### src/hw/rtl/mswd_pkg.sv
`default_nettype none

package mswd_pkg;

    // Scan word width and switch count
    localparam int SCAN_W       = 16;
    localparam int NUM_SWITCHES = 16;
    localparam int LANES        = (NUM_SWITCHES > SCAN_W) ? SCAN_W : NUM_SWITCHES;
    localparam int IDX_W        = $clog2(SCAN_W);
    localparam int CNT_W        = 4;
    localparam int ID_W         = 8;
    localparam int CFG_W        = 8;

    localparam logic [CNT_W-1:0] CNT_MAX     = {CNT_W{1'b1}};
    localparam logic [CNT_W-1:0] LIMIT_RESET = CNT_W'(5);
    localparam logic [ID_W-1:0]  BASE_RESET  = '0;

    // Configuration register indexes
    localparam logic REG_BASE_ID     = 1'b0;
    localparam logic REG_COUNT_LIMIT = 1'b1;

    // One classified scan waiting for the reporter
    typedef struct packed {
        logic [SCAN_W-1:0] changed;
        logic [SCAN_W-1:0] levels;
    } t_entry;

    // Queue status toward its consumer
    typedef struct packed {
        logic full;
        logic not_empty;
    } t_q_status;

endpackage

`default_nettype wire

### src/hw/rtl/multi_switch_debounce_reporter.sv
// Multi-switch debouncer with change reporting.
// Input channel (i_valid / o_stall): one transaction is one scan of the raw
// level of all switches, bit i being switch i. Every scan updates the per
// switch mismatch counters in the cycle it is accepted.
// Output channel (o_valid / i_stall): one transaction per switch whose
// debounced level changed, lowest index first, o_last on the final one; a
// scan with no change gives a single no-change transaction with o_last set.
// A scan goes through a queue entry, the reporter's mask register and the
// output register. The reporter emits one result per cycle while the
// receiver does not stall, and loads a scan from the two-entry queue only
// when done with the last result of the previous scan, in a step of its own.
// Scans are taken every cycle while the queue has room.
// Configuration (i_cfg_we, i_cfg_index, i_cfg_data): index 0 is base_id,
// index 1 is count_limit; write only while the block is idle.
// Reset clears debounced levels and counters, sets base_id to 0 and
// count_limit to 5, and empties the queue and output register.
// While the receiver stalls, the output transaction holds and the queue
// fills; o_stall rises once both queue entries are occupied.
`default_nettype none

module multi_switch_debounce_reporter (
    input  wire logic                          i_clk,
    input  wire logic                          i_rst_n,
    input  wire logic                          i_valid,
    output      logic                          o_stall,
    input  wire logic [mswd_pkg::SCAN_W-1:0]   i_raw_levels,
    output      logic                          o_valid,
    input  wire logic                          i_stall,
    output      logic                          o_event_valid,
    output      logic [mswd_pkg::ID_W-1:0]     o_switch_id,
    output      logic                          o_new_level,
    output      logic                          o_last,
    output      logic [mswd_pkg::SCAN_W-1:0]   o_debounced_levels,
    input  wire logic                          i_cfg_we,
    input  wire logic                          i_cfg_index,
    input  wire logic [mswd_pkg::CFG_W-1:0]    i_cfg_data
);

    logic [mswd_pkg::ID_W-1:0]  r_base_id;
    logic [mswd_pkg::CNT_W-1:0] r_count_limit;
    logic                       in_accept;
    logic                       pop;
    mswd_pkg::t_entry           front_entry;
    mswd_pkg::t_entry           q_entry;
    mswd_pkg::t_q_status        q_status;

    always_ff @(posedge i_clk) begin
        if (!i_rst_n) begin
            r_base_id     <= mswd_pkg::BASE_RESET;
            r_count_limit <= mswd_pkg::LIMIT_RESET;
        end else if (i_cfg_we) begin
            case (i_cfg_index)
                mswd_pkg::REG_BASE_ID:     r_base_id     <= i_cfg_data;
                mswd_pkg::REG_COUNT_LIMIT: r_count_limit <= i_cfg_data[mswd_pkg::CNT_W-1:0];
                default: ;
            endcase
        end
    end

    assign o_stall   = q_status.full;
    assign in_accept = i_valid && !q_status.full;

    mswd_front u_front (
        .i_clk         (i_clk),
        .i_rst_n       (i_rst_n),
        .i_accept      (in_accept),
        .i_raw_levels  (i_raw_levels),
        .i_count_limit (r_count_limit),
        .o_entry       (front_entry)
    );

    mswd_queue u_queue (
        .i_clk    (i_clk),
        .i_rst_n  (i_rst_n),
        .i_push   (in_accept),
        .i_entry  (front_entry),
        .i_pop    (pop),
        .o_entry  (q_entry),
        .o_status (q_status)
    );

    mswd_back u_back (
        .i_clk              (i_clk),
        .i_rst_n            (i_rst_n),
        .i_entry            (q_entry),
        .i_status           (q_status),
        .o_pop              (pop),
        .i_base_id          (r_base_id),
        .o_valid            (o_valid),
        .i_stall            (i_stall),
        .o_event_valid      (o_event_valid),
        .o_switch_id        (o_switch_id),
        .o_new_level        (o_new_level),
        .o_last             (o_last),
        .o_debounced_levels (o_debounced_levels)
    );

    // A no-change transaction always closes its scan
    a_nochange_last: assert property (@(posedge i_clk) disable iff (!i_rst_n)
        (o_valid && !o_event_valid) |-> o_last)
        else $error("no-change transaction without last");

    // A reported switch level must match the debounced word it carries
    a_level_match: assert property (@(posedge i_clk) disable iff (!i_rst_n)
        (o_valid && o_event_valid)
            |-> (o_debounced_levels[mswd_pkg::IDX_W'(o_switch_id - r_base_id)]
                 == o_new_level))
        else $error("event level disagrees with debounced levels");

    // The reporter never pulls from an empty queue
    a_pop_nonempty: assert property (@(posedge i_clk) disable iff (!i_rst_n)
        pop |-> q_status.not_empty)
        else $error("pop from empty queue");

endmodule

`default_nettype wire

### src/hw/rtl/mswd_front.sv
`default_nettype none

module mswd_front (
    input  wire logic                            i_clk,
    input  wire logic                            i_rst_n,
    input  wire logic                            i_accept,
    input  wire logic [mswd_pkg::SCAN_W-1:0]     i_raw_levels,
    input  wire logic [mswd_pkg::CNT_W-1:0]      i_count_limit,
    output      mswd_pkg::t_entry                o_entry
);

    logic [mswd_pkg::SCAN_W-1:0] r_stable;
    logic [mswd_pkg::SCAN_W-1:0] n_stable;
    logic [mswd_pkg::CNT_W-1:0]  r_count [mswd_pkg::SCAN_W];
    logic [mswd_pkg::CNT_W-1:0]  n_count [mswd_pkg::SCAN_W];
    logic [mswd_pkg::SCAN_W-1:0] changed;

    // Every lane is independent: count mismatches, flip when over the limit
    always_comb begin
        logic [mswd_pkg::CNT_W-1:0] c;
        c        = '0;
        n_stable = r_stable;
        changed  = '0;
        for (int i = 0; i < mswd_pkg::SCAN_W; i++) begin
            n_count[i] = r_count[i];
            c          = r_count[i];
            if (i < mswd_pkg::LANES && i_raw_levels[i] != r_stable[i]) begin
                if (c != mswd_pkg::CNT_MAX) begin
                    c = c + 1'b1;
                end
                if (c > i_count_limit) begin
                    n_stable[i] = i_raw_levels[i];
                    changed[i]  = 1'b1;
                    c           = '0;
                end
                n_count[i] = c;
            end
        end
    end

    always_ff @(posedge i_clk) begin
        if (!i_rst_n) begin
            r_stable <= '0;
            for (int i = 0; i < mswd_pkg::SCAN_W; i++) begin
                r_count[i] <= '0;
            end
        end else if (i_accept) begin
            r_stable <= n_stable;
            for (int i = 0; i < mswd_pkg::SCAN_W; i++) begin
                r_count[i] <= n_count[i];
            end
        end
    end

    assign o_entry.changed = changed;
    assign o_entry.levels  = n_stable;

endmodule

`default_nettype wire

### src/hw/rtl/mswd_queue.sv
`default_nettype none

module mswd_queue (
    input  wire logic                 i_clk,
    input  wire logic                 i_rst_n,
    input  wire logic                 i_push,
    input  wire mswd_pkg::t_entry     i_entry,
    input  wire logic                 i_pop,
    output mswd_pkg::t_entry          o_entry,
    output mswd_pkg::t_q_status       o_status
);

    mswd_pkg::t_entry r_mem [2];
    logic             r_wr_ptr;
    logic             r_rd_ptr;
    logic [1:0]       r_fill;
    logic             do_push;
    logic             do_pop;

    assign do_push = i_push && (r_fill != 2'd2);
    assign do_pop  = i_pop && (r_fill != 2'd0);

    always_ff @(posedge i_clk) begin
        if (!i_rst_n) begin
            r_wr_ptr <= 1'b0;
            r_rd_ptr <= 1'b0;
            r_fill   <= '0;
        end else begin
            if (do_push) begin
                r_wr_ptr <= ~r_wr_ptr;
            end
            if (do_pop) begin
                r_rd_ptr <= ~r_rd_ptr;
            end
            case ({do_push, do_pop})
                2'b10:   r_fill <= r_fill + 2'd1;
                2'b01:   r_fill <= r_fill - 2'd1;
                default: r_fill <= r_fill;
            endcase
        end
    end

    always_ff @(posedge i_clk) begin
        if (do_push) begin
            r_mem[r_wr_ptr] <= i_entry;
        end
    end

    assign o_entry            = r_mem[r_rd_ptr];
    assign o_status.full      = (r_fill == 2'd2);
    assign o_status.not_empty = (r_fill != 2'd0);

endmodule

`default_nettype wire

### src/hw/rtl/mswd_back.sv
`default_nettype none

module mswd_back (
    input  wire logic                          i_clk,
    input  wire logic                          i_rst_n,
    input  wire mswd_pkg::t_entry              i_entry,
    input  wire mswd_pkg::t_q_status           i_status,
    output      logic                          o_pop,
    input  wire logic [mswd_pkg::ID_W-1:0]     i_base_id,
    output      logic                          o_valid,
    input  wire logic                          i_stall,
    output      logic                          o_event_valid,
    output      logic [mswd_pkg::ID_W-1:0]     o_switch_id,
    output      logic                          o_new_level,
    output      logic                          o_last,
    output      logic [mswd_pkg::SCAN_W-1:0]   o_debounced_levels
);

    logic                          r_busy;
    logic                          n_busy;
    logic [mswd_pkg::SCAN_W-1:0]   r_mask;
    logic [mswd_pkg::SCAN_W-1:0]   n_mask;
    logic [mswd_pkg::SCAN_W-1:0]   r_levels;
    logic [mswd_pkg::SCAN_W-1:0]   n_levels;
    logic                          r_out_valid;
    logic                          n_out_valid;
    logic                          r_event_valid;
    logic                          n_event_valid;
    logic [mswd_pkg::ID_W-1:0]     r_switch_id;
    logic [mswd_pkg::ID_W-1:0]     n_switch_id;
    logic                          r_new_level;
    logic                          n_new_level;
    logic                          r_last;
    logic                          n_last;
    logic [mswd_pkg::SCAN_W-1:0]   r_out_levels;
    logic [mswd_pkg::SCAN_W-1:0]   n_out_levels;
    logic [mswd_pkg::IDX_W-1:0]    idx;
    logic [mswd_pkg::SCAN_W-1:0]   rest;
    logic                          out_free;
    logic                          emit;

    // Lowest pending switch goes first
    always_comb begin
        idx = '0;
        for (int i = mswd_pkg::SCAN_W - 1; i >= 0; i--) begin
            if (r_mask[i]) begin
                idx = mswd_pkg::IDX_W'(i);
            end
        end
    end

    assign rest     = r_mask & (r_mask - 1'b1);
    assign out_free = !r_out_valid || !i_stall;
    assign emit     = r_busy && out_free;
    assign o_pop    = !r_busy && i_status.not_empty;

    always_comb begin
        n_busy        = r_busy;
        n_mask        = r_mask;
        n_levels      = r_levels;
        n_out_valid   = r_out_valid;
        n_event_valid = r_event_valid;
        n_switch_id   = r_switch_id;
        n_new_level   = r_new_level;
        n_last        = r_last;
        n_out_levels  = r_out_levels;
        if (emit) begin
            n_out_valid   = 1'b1;
            n_event_valid = (r_mask != '0);
            n_switch_id   = (r_mask != '0)
                          ? i_base_id + mswd_pkg::ID_W'(idx) : '0;
            n_new_level   = (r_mask != '0) ? r_levels[idx] : 1'b0;
            n_last        = (rest == '0);
            n_out_levels  = r_levels;
            n_mask        = rest;
            if (rest == '0) begin
                n_busy = 1'b0;
            end
        end else if (r_out_valid && !i_stall) begin
            n_out_valid = 1'b0;
        end
        if (o_pop) begin
            n_busy   = 1'b1;
            n_mask   = i_entry.changed;
            n_levels = i_entry.levels;
        end
    end

    always_ff @(posedge i_clk) begin
        if (!i_rst_n) begin
            r_busy      <= 1'b0;
            r_out_valid <= 1'b0;
        end else begin
            r_busy      <= n_busy;
            r_out_valid <= n_out_valid;
        end
    end

    always_ff @(posedge i_clk) begin
        r_mask        <= n_mask;
        r_levels      <= n_levels;
        r_event_valid <= n_event_valid;
        r_switch_id   <= n_switch_id;
        r_new_level   <= n_new_level;
        r_last        <= n_last;
        r_out_levels  <= n_out_levels;
    end

    assign o_valid            = r_out_valid;
    assign o_event_valid      = r_event_valid;
    assign o_switch_id        = r_switch_id;
    assign o_new_level        = r_new_level;
    assign o_last             = r_last;
    assign o_debounced_levels = r_out_levels;

endmodule

`default_nettype wire
### config.mk
export PLATFORM = sky130hd
export DESIGN_NAME = multi_switch_debounce_reporter
export DESIGN_NICKNAME = d
export VERILOG_FILES = /design/src/hw/rtl/mswd_pkg.sv /design/src/hw/rtl/multi_switch_debounce_reporter.sv /design/src/hw/rtl/mswd_front.sv /design/src/hw/rtl/mswd_queue.sv /design/src/hw/rtl/mswd_back.sv
export SDC_FILE = /design/constraint.sdc
export NUM_CORES = 1
export LEC_CHECK = 0
export ABC_AREA = 1
export BUFFER_PORTS_ARGS = -buffer_cell sky130_fd_sc_hd__buf_2
export CAP_MARGIN = 10
export CORE_MARGIN = 3
export CORE_UTILIZATION = 67
export CTS_CLUSTER_DIAMETER = 100
export DETAILED_ROUTE_END_ITERATION = 10
export PLACE_DENSITY_LB_ADDON = 0.2
export SYNTH_ARGS = -nofsm -noshare
export SYNTH_HDL_FRONTEND = slang
export SYNTH_SLANG_ARGS = --single-unit
### constraint.sdc
create_clock -name i_clk -period 6.3 [get_ports i_clk]
set_input_delay 1.26 -clock i_clk [delete_from_list [all_inputs] [get_ports i_clk]]
set_output_delay 1.26 -clock i_clk [all_outputs]
set_load 0.03 [all_outputs]
Yosys cells after proc, flatten, opt, wreduce, memory -nomap -nowiden
Memories as Yosys holds them, arrays and structs flattened. A register that Yosys moved wholly into a read port is not among the register bits.
Index checks and enable logic that the tools add are counted.
Widths: inputs -> output; s select.
- bits of input ports: 30
- bits in read-only memories: 0
- logic and storage cells: 309
- memories: 2
- output and inout port bits: 29
- flip-flop bits (word level): 93
- latch bits: 0
- bits in writable memories: 128
- multipliers: 0
- divide/modulo/power cells: 0
- reductions and logical operators: 21
- $lt $le $gt $ge: 17
- eq/ne operators: 36
- add/sub/neg operators: 20
- mux-type cells: 178
- shift operators: 0
- bitwise gates (word level): 20
- memory list (name ; depth ; bits a word ; rd ports ; clocked after memory_dff ; wr ports ; RTL line ; text):
    u_front.r_count ; 16 ; 4 ; 16 ; 0 ; 16 ; mswd_front.sv:14 ; logic [mswd_pkg::CNT_W-1:0] r_count [mswd_pkg::SCAN_W];
    u_queue.r_mem ; 2 ; 32 ; 1 ; 1 ; 1 ; mswd_queue.sv:13 ; mswd_pkg::t_entry r_mem [2];
- operators by type and width (kind ; number):
    $mux 4 ; 96
    $mux 1 ; 78
    $add 4x1->4 const B ; 16
    $gt 4x4->1 ; 16
    $ne 4x4->1 const B ; 16
    $mux 16 ; 2
    $and 16x16->16 ; 1
    $logic_not 16->1 ; 1
    $ne 1x1->1 ; 16
    $or 1x1->1 ; 16
    $reduce_bool 16->1 ; 1
    $sub 16x1->16 const B ; 1
    $reduce_bool 2->1 ; 5
    $add 8x4->8 ; 1
    $logic_and 1x1->1 ; 6
    $reduce_and 2->1 ; 3
    $lt 4x5->1 const B ; 1
    $bmux 1 s4 ; 1
    $eq 2x2->1 const B ; 2
    $logic_not 1->1 ; 4
    $pmux 2 s2 ; 1
    $not 1->1 ; 3
    $add 2x1->2 const B ; 1
    $eq 2x1->1 const B ; 1
    3 further kinds ; 3

Logic depth before layout (Yosys ltp)
Gate-level depths: netlist (run 1).
- word-level depth: 18
- depth in mapped cells: 30
- depth with buffers taken out: 30

Modules after synthesis
Synthesis (run 1) repeated with hierarchy kept, for this count alone.
- cells, all modules: 1359
- area, all modules: 12564.6 µm²
- modules (own cells, without submodules) (module ; seq. area each (µm²) ; cells each ; times used ; area each (µm²)):
    mswd_front ; 2242.2 ; 861 ; 1 ; 6458.7
    mswd_back ; 1811.7 ; 287 ; 1 ; 2894.0
    mswd_queue ; 2021.9 ; 138 ; 1 ; 2711.4
    multi_switch_debounce_reporter ; 240.2 ; 73 ; 1 ; 500.5

Least setup slack after synthesis (run 1)
Ideal clock, no wire load.
- kind: input port to flip-flop
- start point: input port i_valid
- end point: memory u_queue.r_mem[0][0] (netlist name), enable pin
- path buffers: 1
- cell stages on the path: 3
- setup slack: 2.889 ns
- data required time: 5.879 ns
- setup time: 0.421 ns
- arrival: 2.990 ns
- cells stage by stage: o21ai_0 -> clkbuf_1 -> nor2_1
- cells in the longest elaborated chain, start to end: 4
- ends and longest elaborated chain (what ; RTL line ; text):
    from (decl) ; multi_switch_debounce_reporter.sv:24 ; input wire logic i_valid,
    $logic_and 1x1->1 ; multi_switch_debounce_reporter.sv:61 ; assign in_accept = i_valid && !q_status.full;
    $logic_and 1x1->1 ; mswd_queue.sv:20 ; assign do_push = i_push && (r_fill != 2'd2);
    $mux 1 ; mswd_queue.sv:44 ; if (do_push) begin
    $mux 1 (implied by the code) ; mswd_queue.sv:45 ; r_mem[r_wr_ptr] <= i_entry;
    to (decl) ; mswd_queue.sv:13 ;
Every way passes these cells.

==> out/results.txt, run 1 <==
Synth warnings: 0
RD Place Congestion: 0.859
post-synthesis xor/xnor area fraction: 3.80%
worst slew pin tran: 1.25 ns
DR DRC count: 0
internal power: 3.77 mW
dominant synthesized flop cell: edfxtp_1
endpoint class of the critical path: flop
Syn Nets: 1,340
Comb pwr share: 37.7%
die area: 19,200 µm²
DR vias/cell: 5.64
most frequent cell after synthesis: nand2_1
compound-cell area share of the yosys netlist: 10.3%
clock-pin transition on the worst setup and hold timing paths: 0.06 ns
layout cells sized above 1: 10.3%
I/O pins: 59
critical path arrival: 3.94 ns
Synth cell types: 31
DRT Pass-1 Iters: 5
mux share of post-synthesis cell area: 1.89%
ranking of synthesized cells by area: edfxtp_1 48%, ha_1 9.0%, nand2_1 7.2%
TNS Setup: 0 ns
worst ir drop on vdd: 253 µV
critical path cell sequence: buf_2, inv_1, nor2_1, inv_1, o22ai_1
fmax: 0.283 GHz
cell family with most CP delay: buffers and inverters
dpl hpwl: 16,700 µm
CTS H-tree lvls: 1
hold slack: 0.452 ns
crit path launch: i_rst_n
sequential area share after synthesis: 53.7%
Synth Instances: 1,224
chip width: 139 µm
Crit path required time: 6.71 ns
Final Hold Fails: 0
Total GRT Usage: 24.7%
Clk network pwr share: 20.4%
DRT iter0 DRCs: 653
Total Routed Length: 23,800 µm
drt wl/cell: 15.5 µm
Starting Density: 69.7%
Synth area leader: edfxtp_1
FF+latch count, synth: 222
initial antenna violation count: 0
Post-synth top cells: 227 x nand2_1, 187 x edfxtp_1, 184 x inv_1
placed cells: 1,492
# clock sinks: 222
hold_sp: u_back.r_levels[7]
root buffer cell: clkbuf_16
crit-path max cell delay: 0.99 ns
Worst Hold Class: reg2reg
Filler Cell Count: 1,114
Synth async-reset ratio: 0%
total global routing overflow: 0
CTS Buf Count: 23
clock skew: 0.00965 ns
Synth top area share: 47.7%
Layout area overhead: 10.6%
Longest Clk Path Bufs: 3
largest net degree at the start of global routing: 40
vias in the first global route: 8,403
crit share post-route: 56.0%
Layout Cells excl Fill: 1,532
critical path class: in2reg
area of the multi-input gates: 4690 µm²
Max transition margin: 16.3%
Worst Path Max Fanout: 39
Mapped Area: 11,800 µm²
max-cap violation count: 0
Synth Area in Adders: 9.21%
Diodes inserted: 0
Post-CTS Hold Buffers: 0
later-pin clock latency in the skew report: 0.50 ns
Post-Synthesis Mean Instance Area: 9.62 µm²
die height: 139 µm
cell row count: 47
LEAKAGE: 5.73 nW
Post-DRT Antenna Nets: 0
Worst path slowest cell: nor2_1
part of the power in registers: 41.9%
post-synthesis simple-gate area fraction: 14.5%
number of synthesized flops with an enable pin: 187
PortBufs: 58
crit path time final: 3.53 ns
power per cell area: 466 nW/µm²
main combinational cell family by area after synthesis: simple AND/OR/NAND/NOR gates
status: complete, no violations
FF+latch area: 6320 µm²
core area: 16,900 µm²
RSZ-0062 raised after global routing: no
nets: 1,413
Post-CTS Setup Inserts: 0
reg2reg start: u_back.r_mask[14]
final setup fails: 0
first-pass GRT wire length: 39,300 µm
Setup crit start kind: input pin
Net Sw Frac: 37.8%
critical path's most frequent cell: inv_1
switching pwr: 2.29 mW
Buffers & Inverters on Critical Path: 3
CTS tree: yes
DR vias: 8,633
post_cts resized: 0
max-slew violations: 0
==> layer usage <==
metal / GRT usage (%) / wire, µm / vias up
met4: 8.27 / 667 / 0
met1: 32.8 / 10200 / 4028
li1: - / - / 4295
met3: 3.55 / 1510 / 49
met2: 42.1 / 11400 / 261
met5: 0 / 0 / -
==> worst register-to-register path: stages (launching register included) <==
cell,delay (ns)
edfxtp_1,0.41
inv_2,0.10
nand2_1,0.05
nand2_1,0.05
nand2_1,0.05
nand2_1,0.05
nand2_1,0.05
nand2_1,0.05
nand2_1,0.05
nand2_1,0.05
nand2_1,0.04
nand2_1,0.05
nand2_1,0.04
nand2_1,0.07
nand2_2,0.06
nand2_4,0.12
nand2_4,0.10
inv_1,0.08
ha_1,0.16
inv_1,0.05
fa_1,0.39
nor2_1,0.15
o21ai_0,0.09
nand2_1,0.10
nand3_1,0.09
xor2_1,0.14
nor2_1,0.05
==> worst paths after layout <==
check                                                     to  slack (ns)  depth (start not counted)
worst min register to register  u_back.o_debounced_levels[7]        0.45                          0
worst max-delay path                     u_front.r_stable[5]        2.77                          5
worst max register to register         u_back.o_switch_id[6]        3.34                         26
worst min-delay path            u_back.o_debounced_levels[7]        0.45                          0
==> stage by stage <==
stage,instance area [µm²],power (mW),setup WS (ns),util (%)
after detailed placement,12300,4.80,2.36,73.1
after global placement,12300,4.66,2.48,73.1
after global routing,13000,6.50,2.61,77.1
after CTS,13000,6.06,2.84,77.1
final,13000,6.06,2.77,77.1
after floorplan,11800,4.20,2.89,-
==> state kept, by name (all words and copies together) (netlist names), 4 cells and up, named ones only <==
name / count
u_front.r_stable: 16
u_back.o_switch_id: 8
u_back.r_levels: 16
u_back.o_debounced_levels: 16
u_queue.r_mem: 64
r_base_id: 8
u_front.r_count: 64
u_back.r_mask: 16
r_count_limit: 4
==> cells in the final DEF (no fill, tap or decap), types with 3 or more instances in the layout <==
cell type  netlist  routed
clkbuf_16        0      23
inv_2            3       3
edfxtp_1       187     187
nand3_2          4       4
nor2_1         112     109
o211ai_1        16      16
ha_1            85      85
dfxtp_1         35      35
nand4_1          8       8
buf_2            0      58
xor2_1          19      19
a21oi_1         85      85
nand3b_1         5       5
nand3_1         37      37
o21ai_0        106     105
inv_1          184     184
mux2_2          18      18
o22ai_1         16      16
nor3_1          12      12
clkbuf_8         0       3
clkbuf_1        17       9
nand2_1        227     227
clkinv_2         0       3
buf_4            0       8
nor2_2           2       5
xnor2_1         32      32
==> power groups by stage <==
stage	Sequential (mW)	Clock (mW)	Combinational [mW]
global placement	2.53	0	2.13
global route	2.59	1.32	2.59
detailed placement	2.56	0	2.24
finish	2.54	1.23	2.29
floorplan	2.60	0	1.60
CTS	2.54	1.25	2.28
==> cell families after synthesis <==
| kind of cell | Yosys count |
|---|---|
| flops | 222 |
| mux | 20 |
| buf+inv | 206 |
| xor+xnor | 51 |
| compound gates | 227 |
| simple gates | 412 |
| fa+ha+maj | 86 |
==> final cells by class <==
cell class	count	area share, %
clock buffers	35	5.00
clock inverters	5	0.202
inverters	188	5.42
multi-input cells	796	36.0
flip-flops and latches	222	48.5
well taps	220	2.11
repair buffers	66	2.69
Power figures use the tool's default switching activity.
==> inputs of run 2 (changes only) <==
--- a/config.mk
+++ b/config.mk
@@ -9,7 +9,7 @@
 export BUFFER_PORTS_ARGS = -buffer_cell sky130_fd_sc_hd__buf_2
 export CAP_MARGIN = 10
 export CORE_MARGIN = 3
-export CORE_UTILIZATION = 67
+export CORE_UTILIZATION = 56
 export CTS_CLUSTER_DIAMETER = 100
 export DETAILED_ROUTE_END_ITERATION = 10
 export PLACE_DENSITY_LB_ADDON = 0.2
==> constraint.sdc (replaced) <==
create_clock -name i_clk -period 2.98 [get_ports i_clk]
set_input_delay 0.596 -clock i_clk [delete_from_list [all_inputs] [get_ports i_clk]]
set_output_delay 0.596 -clock i_clk [all_outputs]
set_load 0.03 [all_outputs]
==> run 2 against run 1 <==
Against the previous run:
- flip-flop and latch count unchanged
- hold slack worse by 0.13 ns
- global-route usage down 3.8 points
- clock skew down 0.0034 ns
- wire length down 1.9%
- sequential share of layout area down 1.4 points
- first-iteration DRC count down 34%
- final cell count up 4.8%
- non-clock buffer count up 19
- sequential power up 110%
- critical path type is now reg2reg
- critical endpoint is now u_back.o_switch_id[6]
- largest power group unchanged
==> out/results.txt, run 2 (synthesis gave the netlist of run 1 again) <==
Worst path slowest cell: edfxtp_1
reg2reg end: u_back.o_switch_id[6]
crit path time final: 2.77 ns
DRT Pass-1 Iters: 5
max-slew violations: 0
critical path class: reg2reg
Filler Cell Count: 1,622
Starting Density: 57.6%
Buffers & Inverters on Critical Path: 3
die height: 151 µm
vias in the first global route: 7,925
cell family with most CP delay: simple AND/OR/NAND/NOR gates
# clock sinks: 222
Max transition margin: 33.2%
LEAKAGE: 5.89 nW
total global routing overflow: 0
TNS Setup: 0 ns
commonest cells after routing, fill and taps aside: 227 x nand2_1, 187 x edfxtp_1, 182 x inv_1
clock skew: 0.00630 ns
CTS Buf Count: 25
crit-path max cell delay: 0.39 ns
endpoint class of the critical path: flop
DR vias: 8,487
Post-DRT Antenna Nets: 0
root buffer cell: clkbuf_16
setup slack, reg-to-reg: 0.21 ns
Post-CTS Hold Buffers: 0
chip width: 151 µm
worst slew pin tran: 1.00 ns
hold slack: 0.318 ns
crit share post-route: 92.9%
nets: 1,434
clock-pin transition on the worst setup and hold timing paths: 0.06 ns
RD Place Congestion: 0.851
PortBufs: 58
Worst Hold Class: in2reg
dpl cell area: 12,500 µm²
fin area: 13,400 µm²
Top Registers: u_front.r_count (64), u_queue.r_mem (64)
later-pin clock latency in the skew report: 0.51 ns
reg2reg start: u_back.r_mask[14]
Diodes inserted: 0
first-pass GRT wire length: 38,200 µm
layout cells sized above 1: 12.3%
cell row count: 52
status: complete, no violations
fmax: 0.361 GHz
Setup crit start kind: flop
DRT iter0 DRCs: 434
power per cell area: 986 nW/µm²
CTS H-tree lvls: 1
Layout area overhead: 13.9%
largest net degree at the start of global routing: 38
placed cells: 1,554
initial antenna violation count: 0
worst ir drop on vdd: 537 µV
Worst Path Max Fanout: 8
commonest non-fill, non-tap cell in the layout: nand2_1
Layout Cells excl Fill: 1,606
max-cap violation count: 0
Crit path required time: 3.25 ns
DR DRC count: 0
drt wl/cell: 14.5 µm
depth of the worst register-to-register path: 26
Final Hold Fails: 0
hold_sp: i_cfg_data[5]
hold path cells: 3
CTS tree: yes
critical path arrival: 3.04 ns
core area: 20,400 µm²
DR vias/cell: 5.28
hold worst-path end: r_base_id[5]
I/O pins: 59
Longest Clk Path Bufs: 3
die area: 22,800 µm²
Total Routed Length: 23,400 µm
critical path's most frequent cell: nand2_1
dpl hpwl: 16,600 µm
final setup fails: 0
Total GRT Usage: 20.9%
==> run 2: changes by cell type in the layout (fill, tap and decap cells not counted), sizes merged <==
cell    delta
bufinv     +3
buf       +19
clkinv     +5
clkbuf     -3
==> run 2: cell type report <==
class | count | area, µm² | share of cell area [%]
inverter | 188 | 708 | 5.28
multi-input combinational | 796 | 4720 | 35.3
clock inverter | 13 | 134 | 0.999
sequential | 222 | 6320 | 47.1
tap | 270 | 338 | 2.52
clock buffer | 32 | 662 | 4.94
timing repair buffer | 85 | 518 | 3.87
==> run 2: worst max-delay path by stage <==
stage | cells past startpoint | to | slack (ns) | start
5_1_grt | 26 | u_back.o_switch_id[6] | -0.08 | u_back.r_mask[14]
3_5_place_dp | 26 | u_back.o_switch_id[6] | 0.16 | u_back.r_mask[14]
3_3_place_gp | 26 | u_back.o_switch_id[6] | 0.19 | u_back.r_mask[14]
2_1_floorplan | 3 | u_queue.r_mem[0][0] | 0.23 | i_valid
6_report | 26 | u_back.o_switch_id[6] | 0.21 | u_back.r_mask[14]
4_1_cts | 26 | u_back.o_switch_id[6] | 0.15 | u_back.r_mask[14]
==> run 2: routing by layer <==
layer / GRT usage [%] / part of all wire (%) / vias up
met2: 33.7 / 45 / 165
li1: - / - / 4339
met5: 0 / 0 / -
met1: 29.7 / 47 / 3937
met3: 3.08 / 4.9 / 46
met4: 5.80 / 2.7 / 0
==> run 2: where the power goes <==
part	internal [mW]	switching, mW	total [mW]
clock	1.81	1.17	2.98
combinational	1.74	3.10	4.84
sequential	4.83	0.554	5.38
total	8.39	4.82	13.2
==> run 2: through the flow <==
stage               utilization (%)  total power, mW  setup WS (ns)
floorplan                         -             8.88          0.233
global placement               61.3             9.95          0.188
detailed placement             61.3             10.1          0.164
CTS                            65.2             13.2          0.150
global route                   65.6             14.2        -0.0761
finish                         65.6             13.2          0.212
==> run 2: repair_timing <==
action,in CTS,in global routing
gates resized for setup,0,13
setup buffers,0,7
endpoints found under the setup margin,0,4
==> run 2: worst register-to-register path, stage by stage (launching register included) <==
cell      delay [ns]
edfxtp_1        0.39
inv_2           0.09
nand2_1         0.05
nand2_1         0.05
nand2_1         0.04
nand2_1         0.05
nand2_1         0.05
nand2_1         0.05
nand2_1         0.05
nand2_1         0.05
nand2_1         0.04
nand2_1         0.05
nand2_1         0.04
nand2_1         0.07
nand2_2         0.06
nand2_4         0.11
nand2_4         0.09
inv_4           0.06
ha_4            0.13
inv_2           0.04
fa_2            0.39
nor2_2          0.11
o21ai_1         0.07
nand2_1         0.10
nand3_2         0.08
xor2_1          0.16
nor2_1          0.05
==> inputs of run 3 (changes only) <==
==> constraint.sdc (replaced) <==
create_clock -name i_clk -period 2.98 [get_ports i_clk]
set_input_delay 0.447 -clock i_clk [delete_from_list [all_inputs] [get_ports i_clk]]
set_output_delay 0.447 -clock i_clk [all_outputs]
set_load 0.03 [all_outputs]
==> run 3 against run 2 <==
Against the previous run:
- largest cell class unchanged
- flip-flop and latch count stayed put
- critical path depth is 1 higher
- first-iteration DRC count is 26% higher
- clock power is 7.0% higher
- combinational power is 1% higher
- highest routed layer unchanged
- total power is 2.0% higher
- non-clock buffer count is 1 higher
- largest power group unchanged
- final cell count stayed put
- register-to-register slack worse by 0.02 ns
- wire length is 0.88% higher
- clock skew is 0.0068 ns higher
==> out/results.txt, run 3 (synthesis gave the netlist of run 1 again) <==
cell row count: 52
total global routing overflow: 0
area of the multi-input gates: 4720 µm²
PortBufs: 58
Crit path required time: 3.25 ns
DR vias: 8,465
Post-CTS Hold Buffers: 0
Total Routed Length: 23,600 µm
clock-pin transition on the worst setup and hold timing paths: 0.06 ns
fmax: 0.359 GHz
largest net degree at the start of global routing: 38
final setup fails: 0
Filler Cell Count: 1,652
clock skew: 0.0131 ns
Setup crit start kind: flop
crit share post-route: 93.5%
Worst Path Max Fanout: 6
Layout Cells excl Fill: 1,606
Top Registers: u_front.r_count (64), u_queue.r_mem (64)
RSZ-0062 raised after global routing: yes
die area: 22,800 µm²
Post-DRT Antenna Nets: 0
I/O pins: 59
crit path time final: 2.79 ns
DR vias/cell: 5.27
Starting Density: 57.6%
chip width: 151 µm
CTS H-tree lvls: 1
endpoint class of the critical path: flop
placed cells: 1,554
Total GRT Usage: 20.6%
critical path arrival: 3.06 ns
DR DRC count: 0
Layout area overhead: 14.5%
Final Hold Fails: 0
DRT iter0 DRCs: 545
commonest non-fill, non-tap cell in the layout: nand2_1
# clock sinks: 222
drt wl/cell: 14.7 µm
nets: 1,434
LEAKAGE: 5.92 nW
core area: 20,400 µm²
TNS Setup: 0 ns
root buffer cell: clkbuf_16
Worst Hold Class: in2reg
status: complete, no violations
max-slew violations: 0
FF+latch area: 6320 µm²
CTS tree: yes
dpl hpwl: 16,600 µm
die height: 151 µm
Diodes inserted: 0
power per cell area: 1000 nW/µm²
CTS Buf Count: 24
DRT Pass-1 Iters: 7
later-pin clock latency in the skew report: 0.52 ns
Final Power: 13.5 mW
critical path class: reg2reg
layout cells sized above 1: 12.6%
commonest cells after routing, fill and taps aside: 227 x nand2_1, 187 x edfxtp_1, 182 x inv_1
worst ir drop on vdd: 523 µV
vias in the first global route: 7,966
Longest Clk Path Bufs: 3
initial antenna violation count: 0
Max transition margin: 53.9%
worst slew pin tran: 0.684 ns
RD Place Congestion: 0.852
first-pass GRT wire length: 37,900 µm
max-cap violation count: 0
run 3: layer usage:
layer / GRT usage (%) / wire length, µm / up-vias
li1: - / - / 4346
met2: 34.3 / 10900 / 178
met5: 0 / 0 / -
met4: 5.67 / 533 / 0
met1: 28.5 / 11000 / 3903
met3: 2.84 / 1170 / 38
run 3: critical path, cell delays in order (launching register included):
cell and delay [ns]:
edfxtp_1 0.41, inv_2 0.09, nand2_1 0.05, nand2_1 0.05, nand2_1 0.04, nand2_1 0.05
nand2_1 0.04, nand2_1 0.05, nand2_1 0.04, nand2_1 0.05, nand2_1 0.04, nand2_1 0.05
nand2_1 0.05, nand2_1 0.07, nand2_2 0.06, nand2_4 0.12, nand2_8 0.08, inv_4 0.06
ha_4 0.12, inv_2 0.04, fa_2 0.39, nor2_2 0.11, o21ai_1 0.07, nand2_1 0.10
buf_4 0.11, xor2_1 0.05, nand2_1 0.08, inv_1 0.05
run 3: per-stage QoR:
step                      cell area, µm²  hold WS [ns]  utilization [%]  setup slack, ns
final                              13500         0.184             66.0            0.193
after global routing               13500         0.176             66.0          -0.0703
after CTS                          13400         0.173             65.5            0.127
after detailed placement           12500         0.434             61.3            0.163
after global placement             12500         0.434             61.3            0.188
after floorplan                    11800         0.417                -            0.358
run 3: where the power goes:
group          internal, mW  total [mW]  leakage, nW  switching, mW
logic                  1.77        4.91         3.37           3.14
clock network          2.01        3.19        0.414           1.18
registers              4.83        5.37         2.14          0.547
run 3: repair_timing:
item                       in CTS  in global routing
hold endpoints to repair        0                  0
setup buffers                   0                  8
gates resized for setup         0                 10
setup endpoints to repair       0                  4
run 3: worst paths after layout:
path,slack [ns],cells after the start,endpoint,start
setup / recovery,0.19,27,u_back.o_switch_id[4],u_back.r_mask[14]
hold / removal,0.18,3,r_base_id[5],i_cfg_data[5]
hold reg to reg,0.45,0,u_back.o_debounced_levels[1],u_back.r_levels[1]
setup reg to reg,0.19,27,u_back.o_switch_id[4],u_back.r_mask[14]
run 3: final cells by class:
| cell class | instances | share of cell area [%] |
|---|---|---|
| sequential | 222 | 46.9 |
| multi-input combinational | 796 | 35.0 |
| clock inverter | 9 | 1.13 |
| tap | 270 | 2.51 |
| timing repair buffer | 86 | 3.90 |
| clock buffer | 35 | 5.30 |
| inverter | 188 | 5.25 |
